$ cat src/rtl/sipq_pkg.sv
// ----------------------------------------------------------------------------
// sipq_pkg
// Shared types and constants for the sorted-insert priority queue.
// ----------------------------------------------------------------------------
package sipq_pkg;

    localparam int QUEUE_DEPTH_DEF = 16;
    localparam int KEY_WIDTH_DEF   = 32;
    localparam int STATUS_W        = 2;
    localparam int OCC_W           = 5;

    localparam logic OP_INSERT = 1'b0;
    localparam logic OP_POP    = 1'b1;

    typedef enum logic [STATUS_W-1:0] {
        ST_OK    = 2'd0,
        ST_EMPTY = 2'd1,
        ST_FULL  = 2'd2
    } status_t;

    // Broadcast from the top level to every cell of the chain.
    typedef struct packed {
        logic ins;
        logic pop;
        logic descending;
    } cell_ctrl_t;

endpackage

$ cat src/rtl/sipq_if.sv
// ----------------------------------------------------------------------------
// sipq_if
// Request, response and configuration channels of the priority queue.
// ----------------------------------------------------------------------------
interface sipq_req_if #(
    parameter int KEY_WIDTH = sipq_pkg::KEY_WIDTH_DEF
);
    logic                 valid;
    logic                 ready;
    logic                 operation;
    logic [KEY_WIDTH-1:0] key;

    modport source (output valid, operation, key, input ready);
    modport sink   (input valid, operation, key, output ready);
endinterface

interface sipq_rsp_if #(
    parameter int KEY_WIDTH = sipq_pkg::KEY_WIDTH_DEF
);
    logic                           valid;
    logic                           ready;
    logic [KEY_WIDTH-1:0]           popped_key;
    logic [sipq_pkg::STATUS_W-1:0]  status;
    logic [sipq_pkg::OCC_W-1:0]     occupancy;

    modport source (output valid, popped_key, status, occupancy, input ready);
    modport sink   (input valid, popped_key, status, occupancy, output ready);
endinterface

interface sipq_cfg_if;
    logic valid;
    logic ready;
    logic sort_descending;

    modport source (output valid, sort_descending, input ready);
    modport sink   (input valid, sort_descending, output ready);
endinterface

$ cat src/rtl/sipq_cell.sv
// ----------------------------------------------------------------------------
// sipq_cell
// One slot of the sorted chain: holds a key and its valid bit.
// ----------------------------------------------------------------------------
module sipq_cell #(
    parameter int KEY_WIDTH = sipq_pkg::KEY_WIDTH_DEF
) (
    input  logic                 clk,
    input  logic                 rst_n,
    input  sipq_pkg::cell_ctrl_t ctrl,
    input  logic [KEY_WIDTH-1:0] new_key,
    input  logic [KEY_WIDTH-1:0] left_key,
    input  logic                 left_valid,
    input  logic [KEY_WIDTH-1:0] right_key,
    input  logic                 right_valid,
    input  logic                 found_in,
    output logic [KEY_WIDTH-1:0] key,
    output logic                 valid,
    output logic                 found_out
);

    logic [KEY_WIDTH-1:0] key_reg;
    logic [KEY_WIDTH-1:0] key_next;
    logic                 valid_reg;
    logic                 valid_next;
    logic                 ahead;

    // The stored key stays in front of the new key in the current order.
    assign ahead     = valid_reg &&
                       (ctrl.descending ? (key_reg > new_key) : (key_reg < new_key));
    assign found_out = found_in || !ahead;

    always_comb
    begin
        key_next   = key_reg;
        valid_next = valid_reg;
        if (ctrl.ins)
        begin
            if (found_in)
            begin
                key_next   = left_key;
                valid_next = left_valid;
            end
            else if (!ahead)
            begin
                key_next   = new_key;
                valid_next = 1'b1;
            end
        end
        else if (ctrl.pop)
        begin
            key_next   = right_key;
            valid_next = right_valid;
        end
    end

    always_ff @(posedge clk or negedge rst_n)
    begin
        if (!rst_n)
        begin
            valid_reg <= 1'b0;
        end
        else
        begin
            valid_reg <= valid_next;
        end
    end

    always_ff @(posedge clk)
    begin
        key_reg <= key_next;
    end

    assign key   = key_reg;
    assign valid = valid_reg;

endmodule

$ cat src/rtl/sipq_chain.sv
// ----------------------------------------------------------------------------
// sipq_chain
// Row of cells; each cell takes from its left or right neighbour.
// ----------------------------------------------------------------------------
module sipq_chain #(
    parameter int QUEUE_DEPTH = sipq_pkg::QUEUE_DEPTH_DEF,
    parameter int KEY_WIDTH   = sipq_pkg::KEY_WIDTH_DEF
) (
    input  logic                   clk,
    input  logic                   rst_n,
    input  sipq_pkg::cell_ctrl_t   ctrl,
    input  logic [KEY_WIDTH-1:0]   new_key,
    output logic [KEY_WIDTH-1:0]   front_key,
    output logic [QUEUE_DEPTH-1:0] valid_vec,
    output logic                   slot_found
);

    logic [KEY_WIDTH-1:0] key_w [QUEUE_DEPTH];
    logic [QUEUE_DEPTH:0] found_w;

    assign found_w[0] = 1'b0;

    for (genvar i = 0; i < QUEUE_DEPTH; i++)
    begin : g_cell
        logic [KEY_WIDTH-1:0] left_key;
        logic                 left_valid;
        logic [KEY_WIDTH-1:0] right_key;
        logic                 right_valid;

        if (i == 0)
        begin : g_head
            assign left_key   = new_key;
            assign left_valid = 1'b0;
        end
        else
        begin : g_body_left
            assign left_key   = key_w[i-1];
            assign left_valid = valid_vec[i-1];
        end

        if (i == QUEUE_DEPTH - 1)
        begin : g_tail
            assign right_key   = key_w[i];
            assign right_valid = 1'b0;
        end
        else
        begin : g_body_right
            assign right_key   = key_w[i+1];
            assign right_valid = valid_vec[i+1];
        end

        sipq_cell #(
            .KEY_WIDTH (KEY_WIDTH)
        ) u_cell (
            .clk         (clk),
            .rst_n       (rst_n),
            .ctrl        (ctrl),
            .new_key     (new_key),
            .left_key    (left_key),
            .left_valid  (left_valid),
            .right_key   (right_key),
            .right_valid (right_valid),
            .found_in    (found_w[i]),
            .key         (key_w[i]),
            .valid       (valid_vec[i]),
            .found_out   (found_w[i+1])
        );
    end

    assign front_key  = key_w[0];
    assign slot_found = found_w[QUEUE_DEPTH];

endmodule

$ cat src/rtl/sorted_insert_priority_queue_top.sv
// ----------------------------------------------------------------------------
// sorted_insert_priority_queue_top
// Bounded priority queue kept in sorted order in a chain of key cells.
// ----------------------------------------------------------------------------
//
//  Channel  Dir  Handshake      Payload
//  req      in   valid / ready  operation, key
//  rsp      out  valid / ready  popped_key, status, occupancy
//  cfg      in   valid / ready  sort_descending (always ready)
//
//  Every request completes in the cycle in which it is accepted; one request
//  per cycle is sustained. The clock period is set by the found chain, which
//  ripples once through all QUEUE_DEPTH cells to locate the insert slot.
//  The response sits in an output register: req.ready is high while that
//  register is empty or is being drained, so a stalled rsp holds back req.
//  Reset empties the queue and selects ascending order; no clearing pass.
// ----------------------------------------------------------------------------
module sorted_insert_priority_queue_top #(
    parameter int QUEUE_DEPTH = sipq_pkg::QUEUE_DEPTH_DEF,
    parameter int KEY_WIDTH   = sipq_pkg::KEY_WIDTH_DEF
) (
    input  logic        clk,
    input  logic        rst_n,
    sipq_req_if.sink    req,
    sipq_rsp_if.source  rsp,
    sipq_cfg_if.sink    cfg
);

    localparam int CNT_W = $clog2(QUEUE_DEPTH + 1);

    // Count of stored keys; it only feeds the occupancy field, the full and
    // empty decisions come straight from the cell valid bits.
    logic [CNT_W-1:0]              count_reg;
    logic [CNT_W-1:0]              count_next;
    logic                          desc_reg;

    logic                          rsp_valid_reg;
    logic [KEY_WIDTH-1:0]          popped_reg;
    logic [KEY_WIDTH-1:0]          popped_next;
    sipq_pkg::status_t             status_reg;
    sipq_pkg::status_t             status_next;
    logic [sipq_pkg::OCC_W-1:0]    occ_reg;

    logic                          fire;
    logic                          full;
    logic                          empty;
    sipq_pkg::cell_ctrl_t          ctrl;
    logic [KEY_WIDTH-1:0]          front_key;
    logic [QUEUE_DEPTH-1:0]        valid_vec;
    logic                          slot_found;

    // A request is taken whenever the response register can be refilled.
    assign req.ready = !rsp_valid_reg || rsp.ready;
    assign fire      = req.valid && req.ready;

    // The order bit may be written at any time the block is idle.
    assign cfg.ready = 1'b1;

    // Cells fill from the front, so the last cell tells full, the first empty.
    assign full  = valid_vec[QUEUE_DEPTH-1];
    assign empty = !valid_vec[0];

    // A refused request (insert when full, pop when empty) leaves the cells
    // untouched.
    assign ctrl.ins        = fire && (req.operation == sipq_pkg::OP_INSERT) && !full;
    assign ctrl.pop        = fire && (req.operation == sipq_pkg::OP_POP) && !empty;
    assign ctrl.descending = desc_reg;

    sipq_chain #(
        .QUEUE_DEPTH (QUEUE_DEPTH),
        .KEY_WIDTH   (KEY_WIDTH)
    ) u_chain (
        .clk        (clk),
        .rst_n      (rst_n),
        .ctrl       (ctrl),
        .new_key    (req.key),
        .front_key  (front_key),
        .valid_vec  (valid_vec),
        .slot_found (slot_found)
    );

    always_comb
    begin
        count_next  = count_reg;
        popped_next = '0;
        status_next = sipq_pkg::ST_OK;
        if (req.operation == sipq_pkg::OP_INSERT)
        begin
            if (full)
            begin
                status_next = sipq_pkg::ST_FULL;
            end
            else
            begin
                count_next = count_reg + CNT_W'(1);
            end
        end
        else
        begin
            if (empty)
            begin
                status_next = sipq_pkg::ST_EMPTY;
            end
            else
            begin
                popped_next = front_key;
                count_next  = count_reg - CNT_W'(1);
            end
        end
    end

    always_ff @(posedge clk or negedge rst_n)
    begin
        if (!rst_n)
        begin
            count_reg     <= '0;
            desc_reg      <= 1'b0;
            rsp_valid_reg <= 1'b0;
        end
        else
        begin
            if (cfg.valid && cfg.ready)
            begin
                desc_reg <= cfg.sort_descending;
            end
            if (fire)
            begin
                count_reg     <= count_next;
                rsp_valid_reg <= 1'b1;
            end
            else if (rsp.ready)
            begin
                rsp_valid_reg <= 1'b0;
            end
        end
    end

    // Response payload is loaded only with a new request.
    always_ff @(posedge clk)
    begin
        if (fire)
        begin
            popped_reg <= popped_next;
            status_reg <= status_next;
            occ_reg    <= sipq_pkg::OCC_W'(count_next);
        end
    end

    assign rsp.valid      = rsp_valid_reg;
    assign rsp.popped_key = popped_reg;
    assign rsp.status     = status_reg;
    assign rsp.occupancy  = occ_reg;

`ifndef SYNTH
    // The count register and the cell valid bits must describe the same fill.
    a_count_matches_cells: assert property (@(posedge clk) disable iff (!rst_n)
        $countones(valid_vec) == int'(count_reg))
        else $error("key count disagrees with cell valid bits");

    // Valid cells must form one unbroken run from the front.
    a_cells_packed: assert property (@(posedge clk) disable iff (!rst_n)
        $onehot0(valid_vec ^ (valid_vec >> 1)))
        else $error("cell valid bits are not packed at the front");

    // Any insert into a queue with room must find a slot in the chain.
    a_insert_finds_slot: assert property (@(posedge clk) disable iff (!rst_n)
        ctrl.ins |-> slot_found)
        else $error("insert found no slot in the chain");

    // A pop on an empty queue is reported as such in the next response.
    a_empty_pop_status: assert property (@(posedge clk) disable iff (!rst_n)
        (fire && (req.operation == sipq_pkg::OP_POP) && empty) |=>
        (rsp.valid && (rsp.status == sipq_pkg::ST_EMPTY)))
        else $error("pop on empty queue not flagged");
`endif

endmodule

$ cat src/flat_wrapper.sv
// flat-port wrapper written by rule: the top's interface ports become plain ports
module sorted_insert_priority_queue_top_flat 
#(
    parameter int QUEUE_DEPTH = sipq_pkg::QUEUE_DEPTH_DEF,
    parameter int KEY_WIDTH   = sipq_pkg::KEY_WIDTH_DEF
)
  (clk, rst_n, req_valid, req_operation, req_key, req_ready, rsp_valid, rsp_popped_key, rsp_status, rsp_occupancy, rsp_ready, cfg_valid, cfg_sort_descending, cfg_ready);
  sipq_req_if #(.KEY_WIDTH(KEY_WIDTH)) req_i ();
  sipq_rsp_if #(.KEY_WIDTH(KEY_WIDTH)) rsp_i ();
  sipq_cfg_if cfg_i ();
  input  logic clk;
  input  logic rst_n;
  input wire logic [$bits(req_i.valid)-1:0] req_valid;
  input wire logic [$bits(req_i.operation)-1:0] req_operation;
  input wire logic [$bits(req_i.key)-1:0] req_key;
  output wire logic [$bits(req_i.ready)-1:0] req_ready;
  output wire logic [$bits(rsp_i.valid)-1:0] rsp_valid;
  output wire logic [$bits(rsp_i.popped_key)-1:0] rsp_popped_key;
  output wire logic [$bits(rsp_i.status)-1:0] rsp_status;
  output wire logic [$bits(rsp_i.occupancy)-1:0] rsp_occupancy;
  input wire logic [$bits(rsp_i.ready)-1:0] rsp_ready;
  input wire logic [$bits(cfg_i.valid)-1:0] cfg_valid;
  input wire logic [$bits(cfg_i.sort_descending)-1:0] cfg_sort_descending;
  output wire logic [$bits(cfg_i.ready)-1:0] cfg_ready;
  assign req_i.valid = req_valid;
  assign req_i.operation = req_operation;
  assign req_i.key = req_key;
  assign req_ready = req_i.ready;
  assign rsp_valid = rsp_i.valid;
  assign rsp_popped_key = rsp_i.popped_key;
  assign rsp_status = rsp_i.status;
  assign rsp_occupancy = rsp_i.occupancy;
  assign rsp_i.ready = rsp_ready;
  assign cfg_i.valid = cfg_valid;
  assign cfg_i.sort_descending = cfg_sort_descending;
  assign cfg_ready = cfg_i.ready;
  sorted_insert_priority_queue_top #(.QUEUE_DEPTH(QUEUE_DEPTH), .KEY_WIDTH(KEY_WIDTH)) u_core (.clk(clk), .rst_n(rst_n), .req(req_i), .rsp(rsp_i), .cfg(cfg_i));
endmodule
$ cat config.mk
export PLATFORM = sky130hd
export DESIGN_NAME = sorted_insert_priority_queue_top_flat
export DESIGN_NICKNAME = d
export VERILOG_FILES = /design/src/rtl/sipq_pkg.sv /design/src/rtl/sipq_if.sv /design/src/rtl/sipq_cell.sv /design/src/rtl/sipq_chain.sv /design/src/rtl/sorted_insert_priority_queue_top.sv /design/src/flat_wrapper.sv
export SDC_FILE = /design/constraint.sdc
export NUM_CORES = 2
export LEC_CHECK = 0
export BUFFER_PORTS_ARGS = -buffer_cell sky130_fd_sc_hd__clkbuf_2
export CAP_MARGIN = 25
export CORE_MARGIN = 2
export CORE_UTILIZATION = 61
export CTS_BUF_LIST = sky130_fd_sc_hd__clkbuf_2 sky130_fd_sc_hd__clkbuf_4 sky130_fd_sc_hd__clkbuf_8
export CTS_CLUSTER_SIZE = 30
export DETAILED_ROUTE_END_ITERATION = 10
export PLACE_DENSITY = 0.81
export SYNTH_ARGS = -nofsm -noshare
export SYNTH_HDL_FRONTEND = slang
export SYNTH_SLANG_ARGS = --single-unit
$ cat constraint.sdc
create_clock -name clk -period 10.9 [get_ports clk]
set_input_delay 2.725 -clock clk [delete_from_list [all_inputs] [get_ports clk]]
set_output_delay 2.725 -clock clk [all_outputs]
set_load 0.05 [all_outputs]
==> flow_summary.yaml <==
status:
  outcome: "completed"
clock_tree:
  clk_latency_ns: 0.75
  root_buffer: "clkbuf_8"
  cts_max_level: 3
  ctsResizeCount: 0
  cts_tree: "done"
  cts_buffers: 99
  post_cts_buffers: 0
  cts_hold_buf: 0
  cts_buffer_depth: 3
  clock_sinks: 574
  clkTransAtPathRegs_ns: 0.06
die:
  die_area_um2: 65900
  rows: 92
  die_y_um: 257
  die_w_um: 257
  ios: 81
  core_um2: 63100
  start_util_pct: 61.7
yosys:
  synth-async-reset-ratio_pct: 4.01
  synth-edff-count: 551
  seq_area_frac_synth_pct: 44.0
  ys.flop_type: "edfxtp_1"
  syn_area_per_cell_um2: 10.2
  yosysTopAreaCell: "edfxtp_1"
  synthTopCellsByArea: "edfxtp_1, ha_1, mux2i_1"
  yosys_register_bits: 574
  synth_fp_nets: 4344
  synth_area_um2: 38900
  yosys.cell_types.count: 72
  synthCells: 3823
  synth_top_area_share_pct: 42.5
  yosys_warnings: 0
grt:
  grt_max_degree: 213
  grt_pass1_wl_mm: 194
  grt-ovfl-total: 0
  antenna_found_initial: 1
  grtUsageTotal_pct: 38.6
  grt_pass1_vias: 32000
finish:
  nets: 4367
  final_common_cell: "nand2_1"
  drive_gt1_share_pct: 9.16
  mostFrequentLayoutCells: "nand2_1, edfxtp_1, ha_1, o21ai_0, mux2i_1"
  num-fill-cells: 4925
  largest_register_ffs: 512
  syn_to_final_growth_pct: 8.07
detailed_routing:
  drt_iter0_drc: 4447
  drc: 0
  ant_nets: 0
  wl_mm: 130
  routedWlPerCell_um: 27.2
  vias_per_cell: 6.92
  drt_pass1_iterations: 9
  num_vias: 33000
sta:
  hold-worst-slack_ns: 0.492
  rsz0062_at_grt: "false"
  fin_crit_sh_pct: 79.3
  slew_violations: 0
  relSlewSlack_pct: 33.0
  min_period_ns: 8.64
  hold_viol: 0
  fmax_mhz: 116
  finalSetupViolations: 0
  fin_setup_tns_ns: 0
  skew_ns: 0.0411
  worst_slew_pin_slew_ns: 0.996
place:
  place_hpwl_mm: 90.1
  gp_congestion: 1.00
  io_buffer_count: 79
worst_setup_path:
  critPathRequiredTime_ns: 11.31
  crit_path_start_kind: "primary input"
  worstSetupPathType: "in -> reg"
  arrival_ns: 9.05
  cp-end-kind: "flop"
  path_max_fanout: 65
  rr_worst_depth: 13
worst_hold_path:
  hold-path-cell-count: 1
  hold_class: "reg -> reg"
pwr:
  p_leak_uw: 0.0186
  power.density_nw_per_um2: 181
  irDropWorstVdd_mv: 0.139
  p_total_uw: 7640
job:
  maxCapViolations: 0
-- through the flow --
stage          cell area, um^2  std cells  utilization [%]  worst slack [ns]
2_1_floorplan            38900       3823                -              3.00
3_3_place_gp             40100       4587             63.5              2.04
3_5_place_dp             40100       4589             63.6              1.99
4_1_cts                  42000       4762             66.6              2.72
5_1_grt                  42100       4765             66.7              2.18
6_report                 42100       4766             66.7              2.26
-- cells by family (layout without fill, tap and decap cells) --
group,Yosys count,after routing,synth area share [%]
XOR/XNOR,9,9,0.202
AND/OR/NAND/NOR,1172,1172,13.4
adder cells (fa/ha/maj),482,482,15.5
AO/OA/AOI/OAI,932,932,14.3
multiplexers,360,360,9.66
buffers and inverters,293,388,3.01
flip-flops,574,574,44.0
other,1,3,0.00963
-- path summary, 6_finish.rpt --
kind / from / endpoint / slack, ns
hold reg to reg: u_core.count_reg[4] / u_core.count_reg[4] / 0.49
min in group asynchronous: rst_n / u_core.u_chain.g_cell[15].u_cell.valid / 2.05
setup reg to reg: u_core.u_chain.g_cell[8].u_cell.key[25] / u_core.u_chain.g_cell[11].u_cell.key[0] / 4.99
max in group asynchronous: rst_n / u_core.u_chain.g_cell[0].u_cell.valid / 8.33
setup / recovery: req_key[27] / u_core.u_chain.g_cell[11].u_cell.key[0] / 2.26
hold / removal: u_core.count_reg[4] / u_core.count_reg[4] / 0.49
-- worst max-delay path, cell delays in order --
cell and delay, ns:
clkbuf_2 0.42, inv_1 0.58, ha_1 0.50, nand4_1 0.26, nor4_1 0.90, o221ai_1 0.52, o211a_1 0.31, o21ai_0 0.15
mux2i_1 0.44, nor3_2 0.18, nand4_1 0.11, buf_4 0.63, nand2_1 0.17, nand2_1 0.71, buf_4 0.40
-- power breakdown --
| part | internal (uW) | total [uW] | switching (uW) | leakage [uW] |
|---|---|---|---|---|
| Combinational | 783 | 2210 | 1420 | 0.0122 |
| Sequential | 2980 | 3400 | 419 | 0.00544 |
| Clock | 1060 | 2030 | 960 | 0.00103 |
| Total | 4830 | 7640 | 2800 | 0.0186 |
-- layer usage --
layer	vias up	track usage, %	part of all wire [%]
li1	14500	-	-
met1	15600	49.0	37
met5	-	0	0
met4	0	21.4	6.3
met2	2299	61.4	45
met3	547	8.55	11
-- Yosys cell counts (10+ instances only) --
master	number
nand2_1	634
edfxtp_1	551
ha_1	482
o21ai_0	364
mux2i_1	325
a21oi_1	238
clkbuf_1	173
nor2_1	168
nand3_1	133
o211ai_1	121
nand4_1	97
inv_1	65
a21o_1	48
and3_1	36
mux2_4	30
buf_2	26
a211oi_1	25
nor2b_1	25
nor3_1	25
dfrtp_1	23
a31oi_1	19
buf_1	19
o21a_1	16
nor4_1	15
a2111oi_0	10
o21ai_1	10
-- area by class of cell --
cell class	instances	area [um^2]	area share [%]
flip-flops and latches	574	17100	40.7
clock inverters	31	185	0.440
multi-input cells	2956	20700	49.2
repair buffers	148	988	2.35
diodes	2	5.00	0.0119
well taps	846	1060	2.52
clock buffers	142	1740	4.14
inverters	67	259	0.616
Note: power is estimated with default switching activity, not from simulation.
